**config.mk**
```make
export PLATFORM = sky130hd
export DESIGN_NAME = rbb_div
export DESIGN_NICKNAME = d
export VERILOG_FILES = /design/src/rtl/rbb_pkg.sv /design/src/rtl/rbb_div.sv
export SDC_FILE = /design/constraint.sdc
export NUM_CORES = 1
export LEC_CHECK = 0
export CELL_PAD_IN_SITES_DETAIL_PLACEMENT = 1
export CELL_PAD_IN_SITES_GLOBAL_PLACEMENT = 1
export CORE_MARGIN = 3
export CORE_UTILIZATION = 51
export CTS_BUF_LIST = sky130_fd_sc_hd__clkbuf_8
export DETAILED_ROUTE_END_ITERATION = 8
export DONT_BUFFER_PORTS = 1
export PLACE_DENSITY_LB_ADDON = 0.1
export REMOVE_ABC_BUFFERS = 1
export SLEW_MARGIN = 25
export SYNTH_ARGS = -nofsm -noshare
export SYNTH_HDL_FRONTEND = slang
export SYNTH_SLANG_ARGS = --single-unit
```
**constraint.sdc**
```tcl
create_clock -name clk -period 2.2 [get_ports clk]
set_input_delay 0.44 -clock clk [delete_from_list [all_inputs] [get_ports clk]]
set_output_delay 0.44 -clock clk [all_outputs]
set_load 0.01 [all_outputs]
```
**src/rtl/rbb_pkg.sv**
```systemverilog
// Types, constants and codes shared by the box blur block.
package rbb_pkg;

  localparam int MAX_WIDTH  = 256;
  localparam int MAX_HEIGHT = 256;
  localparam int MAX_WINDOW = 15;

  localparam int PIX_W   = 8;
  localparam int COORD_W = 8;
  localparam int DIM_W   = 9;
  localparam int WIN_W   = 4;
  localparam int XA_W    = $clog2(MAX_WIDTH);
  localparam int YA_W    = $clog2(MAX_HEIGHT);
  localparam int ADDR_W  = XA_W + YA_W;
  localparam int DEPTH   = MAX_WIDTH * MAX_HEIGHT;
  localparam int SUM_W   = $clog2(MAX_WINDOW * MAX_WINDOW * 255 + 1);
  localparam int CNT_W   = $clog2(MAX_WINDOW * MAX_WINDOW + 1);
  localparam int STEP_W  = $clog2(PIX_W);

  localparam int CFG_IDX_W = 2;
  localparam logic [CFG_IDX_W-1:0] CFG_FRAME_WIDTH  = 2'd0;
  localparam logic [CFG_IDX_W-1:0] CFG_FRAME_HEIGHT = 2'd1;
  localparam logic [CFG_IDX_W-1:0] CFG_WINDOW_SIZE  = 2'd2;

  localparam logic OP_LOAD    = 1'b0;
  localparam logic OP_COMPUTE = 1'b1;

  typedef struct packed {
    logic               opcode;
    logic [COORD_W-1:0] column;
    logic [COORD_W-1:0] row;
    logic [PIX_W-1:0]   red_in;
    logic [PIX_W-1:0]   green_in;
    logic [PIX_W-1:0]   blue_in;
  } in_t;

  typedef struct packed {
    logic [PIX_W-1:0] red_avg;
    logic [PIX_W-1:0] green_avg;
    logic [PIX_W-1:0] blue_avg;
    logic             position_error;
  } out_t;

endpackage

```
**src/rtl/rbb_div.sv**
```systemverilog
// Shared restoring divider: one quotient bit per cycle, eight-bit quotient.
module rbb_div (
  input  logic                       clk,
  input  logic                       rst,
  input  logic                       start,
  input  logic [rbb_pkg::SUM_W-1:0]  dividend,
  input  logic [rbb_pkg::CNT_W-1:0]  divisor,
  output logic                       done,
  output logic [rbb_pkg::PIX_W-1:0]  quotient
);
  import rbb_pkg::*;

  logic              busy;
  logic [STEP_W-1:0] step;
  logic [CNT_W-1:0]  rem;
  logic [PIX_W-1:0]  low;
  logic [CNT_W-1:0]  dvs;
  logic [CNT_W:0]    trial;
  logic              fits;

  // Quotient is below 256, so the upper part of the dividend starts below the divisor.
  assign trial = {rem, low[PIX_W-1]};
  assign fits  = trial >= {1'b0, dvs};

  always_ff @(posedge clk) begin
    if (rst) begin
      busy <= 1'b0;
      done <= 1'b0;
      step <= '0;
    end else begin
      done <= !start && busy && (step == STEP_W'(PIX_W - 1));
      if (start) begin
        busy <= 1'b1;
        step <= '0;
      end else if (busy) begin
        step <= step + 1'b1;
        if (step == STEP_W'(PIX_W - 1))
          busy <= 1'b0;
      end
    end
  end

  always_ff @(posedge clk) begin
    if (start) begin
      rem      <= CNT_W'(dividend >> PIX_W);
      low      <= dividend[PIX_W-1:0];
      dvs      <= divisor;
      quotient <= '0;
    end else if (busy) begin
      rem      <= fits ? CNT_W'(trial - {1'b0, dvs}) : trial[CNT_W-1:0];
      low      <= {low[PIX_W-2:0], 1'b0};
      quotient <= {quotient[PIX_W-2:0], fits};
    end
  end

endmodule

```
==> impl_metrics.csv, run 1 <==
group,metric,value,unit
cells_and_area,layout_commonest_cell,"edfxtp_1",
cells_and_area,regArea,981,um^2
yosys,yosys_warnings,0,
setup_path,critical_path_arrival,2100,ps
pwr,p_total,1.93,mW
timing,finalSetupViolations,0,
timing,relSlewSlack,72.8,%
yosys,synth.distinct_cells,42,
pwr,power_frac_comb,32.4,%
global_routing,grt_use_total,20.2,%
cts,cts-buffers-inserted,5,
route,drt-wirelength-per-cell,18.4,um
global_routing,grt-ovfl-total,0,
route,viasPerCell,5.73,
timing,finalClockSkew,4.68,ps
setup_path,r2r_slack,110,ps
cells_and_area,final_cells,226,
setup_path,cp-start-kind,"flop",
cts,cts_tree,"yes",
pwr,p_clk_share,22.4,%
setup_path,critical_path.max_fanout,8,
global_routing,antenna_found_initial,0,
cts,clkLatencyLatePin,280,ps
route,wirelength,4150,um
cells_and_area,multiInputGateArea,915,um^2
cells_and_area,finalNetCount,217,
timing,final_hold_viol_count,0,
global_routing,grt_pass1_vias,1471,
timing,period_needed,2090,ps
timing,maxSlewViolCount,0,
timing,fmax,478,MHz
yosys,synth_area,1970,um^2
cells_and_area,n_fill_cell,382,
pwr,internal-power,1.32,mW
timing,fin_tns_setup,0,ps
pwr,p_per_area,919,nW/um^2
route,ant_nets,0,
yosys,synth.avg_cell_area,11.2,um^2
timing,worstMarginPinSlew,407,ps
cts,postCtsHoldBufs,0,
floorplan,die_area,4650,um^2
yosys,ys_ff_latch,37,
cts,clk_pin_slew,70,ps
floorplan,die_h,68.2,um
yosys,synthAdderAreaFrac,7.36,%
floorplan,rows,21,
global_routing,grt_pass1_wl,6960,um
cells_and_area,fin_area,2100,um^2
floorplan,core_area,3520,um^2
setup_path,critPathRequiredTime,2210,ps
placement,io_buffers,0,
route,drc,0,
yosys,synthSimpleGateAreaFrac,12.6,%
cells_and_area,final_cell_mix,"24 x edfxtp_1, 19 x nor2_1, 16 x inv_1, 13 x dfxtp_1, 11 x mux2i_1",
yosys,synth_compound_area_share,15.0,%
placement,placed_cells,218,
route,dr.pass1.iters,4,
floorplan,fp.dieW,68.2,um
yosys,syn_inst,176,
setup_path,crit_type,"flop to flop",
flow_run,drv_cap,0,
cells_and_area,num_antenna_cells,0,
cts,clock_sinks,37,
placement,gp_congestion,0.800,
floorplan,io_pins,36,
yosys,synth_top_family_by_area,"compound AO/OA/AOI/OAI gates",
pwr,switching_share,32.0,%
cts,cts.path.max_buffers,2,
pwr,ir_worst_vdd,0.436,mV
pwr,p_leak,0.819,nW
status,status,"finished, final reports clean",
placement,dpl_cell_area,2020,um^2
cts,root_buffer,"clkbuf_8",
yosys,seq_area_frac_synth,49.7,%
floorplan,start_util,56.0,%
cells_and_area,area_growth,6.73,%
route,drt_iter0_drc,68,
yosys,synth_xor_area_share,1.33,%
placement,dp_hpwl,3060,um
hold_path,hold_class,"input port to flop",
pwr,p_switching,0.619,mW
timing,min_period_over_period,95.1,%
cells_and_area,post-route-util,59.8,%
yosys,synth_mux_area_share,9.58,%
setup_path,crit_path_end_kind,"flop",
global_routing,grt_max_degree,38,
route,num_vias,1296,
cells_and_area,layout-drive-gt1-share,16.7,%
pwr,p_seq_share,45.2,%
cts,h-tree-depth,2,
## cell usage after synthesis, drive strengths merged
master,number,area [um^2]
a41o,1,11.3
a31oi,5,31.3
nand2b,3,18.8
a31o,1,8.76
or2,1,6.26
nor2b,2,20.0
o22ai,2,12.5
clkbuf,4,15.0
and2,1,6.26
ha,10,125
o31a,2,26.3
mux2i,11,110
o41ai,1,16.3
o21a,3,30.0
nand3,6,30.0
o21ai,9,56.3
mux2,7,78.8
fa,1,20.0
a311oi,3,26.3
xnor2,3,26.3
buf,3,21.3
or3,1,6.26
inv,13,48.8
nor4,2,12.5
edfxtp,24,721
nand2,12,50.1
nor3b,1,7.51
a211oi,2,27.5
a21oi,3,26.3
a211o,1,8.76
o211ai,2,15.0
nor2,19,71.3
dfxtp,13,260
nor3,4,20.0
## worst paths after layout
kind,start,endpoint,cells past startpoint
max reg2reg,rem[0],rem[0],6
max,rem[0],rem[0],6
min,rst,busy,1
min reg2reg,step[0],step[0],2
## power groups by stage
stage	registers [mW]	clock network, mW	logic (mW)
after floorplan	0.878	0	0.462
after global placement	0.886	0	0.572
after detailed placement	0.889	0	0.605
after CTS	0.874	0.445	0.612
after global routing	0.883	0.473	0.696
final	0.875	0.433	0.626
## critical path, stage by stage, from the launching register on
cell	delay (ps)
edfxtp_1	430
ha_1	350
nor2b_4	140
o31a_4	320
o21a_4	260
nor4_1	260
a311oi_1	70
## flip-flops by register name, summed over array words and instances, names as in the netlist
register	cells
dvs	8
low	8
rem	8
done	1
busy	1
quotient	8
step	3
## stage by stage
stage	worst slack [ps]	hold WS, ps
3_3_place_gp	117	507
4_1_cts	47.1	214
5_1_grt	-0.215	212
6_report	108	222
3_5_place_dp	73.8	515
2_1_floorplan	284	497
## cells by family (layout without fill, tap and decap cells)
kind of cell,after synthesis,in the layout
flops,37,37
xor+xnor,3,3
compound gates,35,35
buf+inv,20,24
fa+ha+maj,11,11
simple gates,52,52
mux,18,18
## area by class of cell
type                            instances  area share (%)
Clock buffer                            5            3.27
Timing Repair Buffer                    3            1.07
Multi-Input combinational cell        119            43.5
Inverter                               13            2.32
Clock inverter                          3           0.535
Sequential cell                        37            46.6
Tap cell                               46            2.73
## repair_timing
item | 4_1_cts | 5_1_grt
endpoints found under the setup margin | 0 | 6
hold endpoints to repair | 0 | 0
gates resized for setup | 0 | 5
buffers inserted | 0 | 0
## per-layer routing
metal | global-route usage (%) | up-vias | share of wire (%)
li1 | - | 644 | -
met1 | 25.1 | 622 | 45
met2 | 34.2 | 26 | 50
met3 | 5.91 | 4 | 4.5
met4 | 5.21 | 0 | 0.72
met5 | 0 | - | 0
Note: power is estimated with default switching activity, not from simulation.
==> run 2, diff against run 1 <==
--- a/config.mk
+++ b/config.mk
@@ -10,6 +10,7 @@
 export CORE_MARGIN = 3
 export CORE_UTILIZATION = 51
 export CTS_BUF_LIST = sky130_fd_sc_hd__clkbuf_8
+export CTS_CLUSTER_SIZE = 8
 export DETAILED_ROUTE_END_ITERATION = 8
 export DONT_BUFFER_PORTS = 1
 export PLACE_DENSITY_LB_ADDON = 0.1
==> constraint.sdc (replaced) <==
create_clock -name clk -period 2.2 [get_ports clk]
set_input_delay 0.11 -clock clk [delete_from_list [all_inputs] [get_ports clk]]
set_output_delay 0.11 -clock clk [all_outputs]
set_load 0.01 [all_outputs]
==> run 2 against run 1 <==
  * Final area is 5.1% higher
  * Cell count is 4.4% higher
  * Sequential share of layout area is 2.2 points lower
  * Worst hold slack worse by 180 ps
  * Critical path depth stayed put
  * Largest power group unchanged
  * Clock power is 0.9% higher
==> impl_metrics.csv, run 2 (synthesized netlist as in run 1, its figures left out) <==
group,metric,value,unit
route,drt-wirelength-per-cell,19.8,um
route,drc,0,
cells_and_area,n_fill_cell,371,
setup_path,reg2reg_depth,6,
pwr,ir_worst_vdd,0.431,mV
global_routing,grt_use_total,22.8,%
global_routing,grt_max_degree,21,
status,status,"finished, final reports clean",
floorplan,fp.dieW,68.2,um
route,wirelength,4670,um
hold_path,hold_class,"input port to flop",
route,drt_iter0_drc,85,
pwr,p_total,1.98,mW
pwr,internal-power,1.33,mW
timing,final_hold_viol_count,0,
route,dr.pass1.iters,4,
pwr,p_clk_share,22.1,%
setup_path,path_cells,"ha_1, nor2b_4, o31a_4, o21ai_4, nand2_2, a311oi_1",
setup_path,critical_path_arrival,2250,ps
cts,cts_tree,"yes",
route,viasPerCell,5.94,
placement,dp_hpwl,3060,um
floorplan,die_area,4650,um^2
setup_path,r2r-end,"rem[0]",
cts,clk_pin_slew,70,ps
pwr,p_switching,0.648,mW
hold_path,worstHoldStart,"dividend[7]",
timing,finalSetupViolations,0,
placement,gp_congestion,0.800,
timing,fin_tns_setup,0,ps
timing,finalClockSkew,6.69,ps
placement,placed_cells,218,
global_routing,grt-ovfl-total,0,
route,num_vias,1403,
cells_and_area,finalNetCount,227,
setup_path,crit_type,"flop to flop",
floorplan,die_h,68.2,um
setup_path,r2r-start,"rem[0]",
setup_path,critical_path.max_fanout,7,
cts,cts.path.max_buffers,2,
timing,maxSlewViolCount,0,
cells_and_area,post-route-util,62.8,%
cells_and_area,num_antenna_cells,0,
cts,root_buffer,"clkbuf_8",
setup_path,crit_slowest_cell,"edfxtp_1",
cts,clkLatencyLatePin,280,ps
timing,period_needed,2150,ps
setup_path,cpPeakStageDelay,440,ps
timing,min_period_over_period,97.8,%
setup_path,critPathRequiredTime,2300,ps
cts,cts-buffers-inserted,5,
hold_path,whs_endpoint,"low[7]",
cts,h-tree-depth,2,
pwr,p_per_area,894,nW/um^2
pwr,power_frac_comb,33.5,%
timing,fmax,465,MHz
timing,worstMarginPinSlew,868,ps
flow_run,drv_cap,0,
setup_path,cp-start-kind,"flop",
global_routing,antenna_found_initial,0,
cells_and_area,layout_commonest_cell,"edfxtp_1",
floorplan,io_pins,36,
cells_and_area,area_growth,12.1,%
hold_path,hold_depth,1,
route,ant_nets,0,
cts,clock_sinks,37,
floorplan,start_util,56.0,%
setup_path,r2r_slack,50,ps
pwr,p_leak,0.861,nW
floorplan,core_area,3520,um^2
placement,io_buffers,0,
pwr,p_seq_share,44.4,%
floorplan,rows,21,
setup_path,cp_num_buf_inv,0,
setup_path,crit_path_end_kind,"flop",
pwr,switching_share,32.8,%
setup_path,path_delay_family,"compound AO/OA/AOI/OAI gates",
global_routing,grt_pass1_vias,1554,
timing,relSlewSlack,41.9,%
cells_and_area,final_cell_mix,"24 x edfxtp_1, 19 x nor2_1, 16 x inv_1, 13 x dfxtp_1, 11 x mux2i_1",
cells_and_area,layout-drive-gt1-share,16.3,%
cells_and_area,final_cells,236,
global_routing,grt_pass1_wl,7690,um
## run 2: worst max path at each step
stage	start	to	slack [ps]	cells past startpoint
2_1_floorplan	rem[0]	rem[0]	280	6
5_1_grt	rem[0]	rem[0]	-5	6
4_1_cts	low[7]	rem[6]	50	8
3_3_place_gp	low[7]	rem[6]	120	8
3_5_place_dp	low[7]	rem[6]	70	8
6_report	rem[0]	rem[0]	50	6
## run 2: cell type report
cell class | count | area (um^2) | share of cell area (%)
Sequential cell | 37 | 981 | 44.4
Multi-Input combinational cell | 119 | 921 | 41.7
Timing Repair Buffer | 13 | 123 | 5.55
Clock buffer | 5 | 68.8 | 3.11
Tap cell | 46 | 57.6 | 2.60
Inverter | 13 | 48.8 | 2.21
Clock inverter | 3 | 11.3 | 0.509
## run 2: worst reg2reg max path, stage by stage, from the launching register on
cell	delay, ps
edfxtp_1	440
ha_1	370
nor2b_4	150
o31a_4	320
o21ai_4	270
nand2_2	120
a311oi_1	300
## run 2: through the flow
stage / hold slack (ps) / worst slack [ps] / cell area (um^2)
finish: 45.5 / 48.9 / 2210
global route: 42.9 / -4.80 / 2210
CTS: 42.5 / 47.1 / 2200
detailed placement: 185 / 73.8 / 2020
global placement: 180 / 117 / 2020
floorplan: 179 / 284 / 1940
## run 2: power groups by stage
stage | registers (mW) | clock network (mW) | logic, mW
finish | 0.877 | 0.437 | 0.662
global route | 0.883 | 0.471 | 0.731
CTS | 0.874 | 0.445 | 0.634
detailed placement | 0.889 | 0 | 0.605
global placement | 0.886 | 0 | 0.572
floorplan | 0.878 | 0 | 0.462
## run 2: metal layers
layer / vias up / GRT usage, % / share of wire (%)
li1: 667 / - / -
met1: 692 / 27.1 / 42
met2: 36 / 40.7 / 52
met3: 8 / 5.91 / 4.9
met4: 0 / 5.96 / 1.4
met5: - / 0 / 0
## run 2: what timing repair did
action,4_1_cts,5_1_grt
setup endpoints to repair,0,5
gates resized for setup,0,6
hold buffers,10,0
hold endpoints to repair,29,0
setup buffers,0,0
==> run 3, diff against run 2 <==
--- a/config.mk
+++ b/config.mk
@@ -7,12 +7,15 @@
 export LEC_CHECK = 0
 export CELL_PAD_IN_SITES_DETAIL_PLACEMENT = 1
 export CELL_PAD_IN_SITES_GLOBAL_PLACEMENT = 1
+export CORE_ASPECT_RATIO = 0.75
 export CORE_MARGIN = 3
 export CORE_UTILIZATION = 51
 export CTS_BUF_LIST = sky130_fd_sc_hd__clkbuf_8
 export CTS_CLUSTER_SIZE = 8
 export DETAILED_ROUTE_END_ITERATION = 8
 export DONT_BUFFER_PORTS = 1
+export GPL_TIMING_DRIVEN = 0
+export HOLD_SLACK_MARGIN = 0.08
 export PLACE_DENSITY_LB_ADDON = 0.1
 export REMOVE_ABC_BUFFERS = 1
 export SLEW_MARGIN = 25
==> run 3 against run 2 <==
  * Wire length increased by 11%
  * Via count increased by 4.8%
  * Count of clock-buffer cells in the layout unchanged
  * Combinational power increased by 3.9%
  * Clock skew increased by 6.3 ps
  * Register-to-register slack got worse by 30 ps
  * Global-route usage decreased by 1.1 points
  * Sequential share of layout area decreased by 3.0 points
  * Clock power increased by 38%
  * Final area increased by 7.2%
  * Utilization increased by 5.1 points
  * Critical path depth increased by 1
  * Critical endpoint is now rem[1]
  * Largest power group unchanged
  * Highest routed layer unchanged
==> impl_metrics.csv, run 3 (synthesized netlist as in run 1, its figures left out) <==
group,metric,value,unit
status,status,"finished, final reports clean",
timing,relSlewSlack,53.3,%
floorplan,die_h,59.9,um
cts,clkLatencyLatePin,300,ps
setup_path,cp_num_buf_inv,1,
placement,dp_hpwl,3040,um
floorplan,rows,18,
setup_path,critical_path_arrival,2200,ps
setup_path,cp-start-kind,"flop",
timing,finalSetupViolations,0,
floorplan,fp.dieW,77.8,um
global_routing,grt_max_degree,31,
pwr,p_leak,0.910,nW
cells_and_area,area_growth,20.2,%
setup_path,crit_type,"flop to flop",
cells_and_area,num_antenna_cells,0,
cells_and_area,final_cell_mix,"24 x edfxtp_1, 19 x nor2_1, 19 x dlygate4sd3_1, 13 x inv_1, 13 x dfxtp_1",
pwr,ir_worst_vdd,0.485,mV
setup_path,critPathRequiredTime,2220,ps
cts,root_buffer,"clkbuf_8",
timing,finalClockSkew,12.9,ps
route,num_vias,1470,
cells_and_area,layout_commonest_cell,"edfxtp_1",
setup_path,crit_path_end_kind,"flop",
floorplan,start_util,56.5,%
route,ant_nets,0,
floorplan,io_pins,36,
global_routing,grt_use_total,21.7,%
floorplan,core_area,3490,um^2
cts,cts-buffers-inserted,5,
cts,h-tree-depth,2,
cells_and_area,n_fill_cell,341,
cts,cts_tree,"yes",
cells_and_area,final_cells,249,
pwr,p_per_area,918,nW/um^2
hold_path,hold_class,"input port to flop",
timing,maxSlewViolCount,0,
floorplan,die_area,4660,um^2
setup_path,critical_path.max_fanout,8,
cells_and_area,finalNetCount,236,
route,viasPerCell,5.90,
global_routing,grt_busiest_layer,"met2",
timing,timing.hold.ws,87.4,ps
route,dr.pass1.iters,4,
route,drt_iter0_drc,95,
setup_path,cpPeakStageDelay,430,ps
global_routing,grtUsageMet2,39.4,%
flow_run,drv_cap,0,
cts,clk_pin_slew,90,ps
timing,worstMarginPinSlew,700,ps
cells_and_area,fin_area,2370,um^2
setup_path,path_delay_family,"compound AO/OA/AOI/OAI gates",
global_routing,grt-ovfl-total,0,
route,drc,0,
route,wirelength,5170,um
setup_path,path_cells,"inv_1, ha_1, nor2b_4, o31a_4, o21a_4, nor4_1, a311oi_1",
cts,clock_sinks,37,
setup_path,r2r_slack,10,ps
timing,period_needed,2190,ps
timing,final_hold_viol_count,0,
global_routing,antenna_found_initial,0,
timing,min_period_over_period,99.3,%
pwr,p_total,2.17,mW
placement,dpl_cell_area,2000,um^2
setup_path,crit_slowest_cell,"edfxtp_1",
placement,placed_cells,219,
global_routing,grtUsageMet1,25.3,%
route,drt-wirelength-per-cell,20.8,um
cells_and_area,multiInputGateArea,937,um^2
global_routing,grt_pass1_vias,1503,
global_routing,grtUsageMet3,5.87,%
placement,gp_congestion,0.825,
global_routing,grt_pass1_wl,7450,um
timing,fmax,458,MHz
cells_and_area,regArea,981,um^2
cells_and_area,layout-drive-gt1-share,18.6,%
timing,fin_tns_setup,0,ps
cts,cts.path.max_buffers,2,
placement,io_buffers,0,
==> run 3: metal layers <==
metal,wire [um],vias to the layer above,share of wire [%]
met2,2590,52,50
met4,98,0,1.9
met5,0,-,0
met3,256,10,4.9
li1,-,684,-
met1,2230,724,43
==> run 3: final cells by class <==
| cell class | count | share of cell area (%) |
|---|---|---|
| well taps | 50 | 2.64 |
| clock inverters | 3 | 1.95 |
| flip-flops and latches | 37 | 41.4 |
| multi-input cells | 119 | 39.5 |
| repair buffers | 22 | 9.50 |
| inverters | 13 | 2.06 |
| clock buffers | 5 | 2.90 |
==> run 3: final timing paths <==
check	startpoint	to	cells after the start
setup / recovery	dvs[1]	rem[1]	7
setup reg to reg	dvs[1]	rem[1]	7
hold reg to reg	step[1]	step[1]	2
hold / removal	start	quotient[5]	2
==> run 3: stage by stage <==
| step | util (%) | setup WS, ps |
|---|---|---|
| 5_1_grt | 67.9 | -61.0 |
| 3_5_place_dp | 57.2 | 23.5 |
| 2_1_floorplan | - | 284 |
| 3_3_place_gp | 57.2 | 120 |
| 4_1_cts | 66.6 | 6.97 |
| 6_report | 67.9 | 14.4 |
==> run 3: timing repair <==
| action | CTS | global route |
|---|---|---|
| gates resized for setup | 0 | 10 |
| setup buffers | 0 | 2 |
| hold endpoints to repair | 39 | 0 |
| hold buffers | 20 | 0 |
| setup endpoints to repair | 0 | 8 |
==> run 3: power by group <==
| group | leakage [nW] | switching (mW) | internal (mW) |
|---|---|---|---|
| Sequential | 0.345 | 0.0561 | 0.830 |
| Clock | 0.0543 | 0.262 | 0.339 |
| Combinational | 0.511 | 0.383 | 0.305 |
| Total | 0.910 | 0.701 | 1.47 |
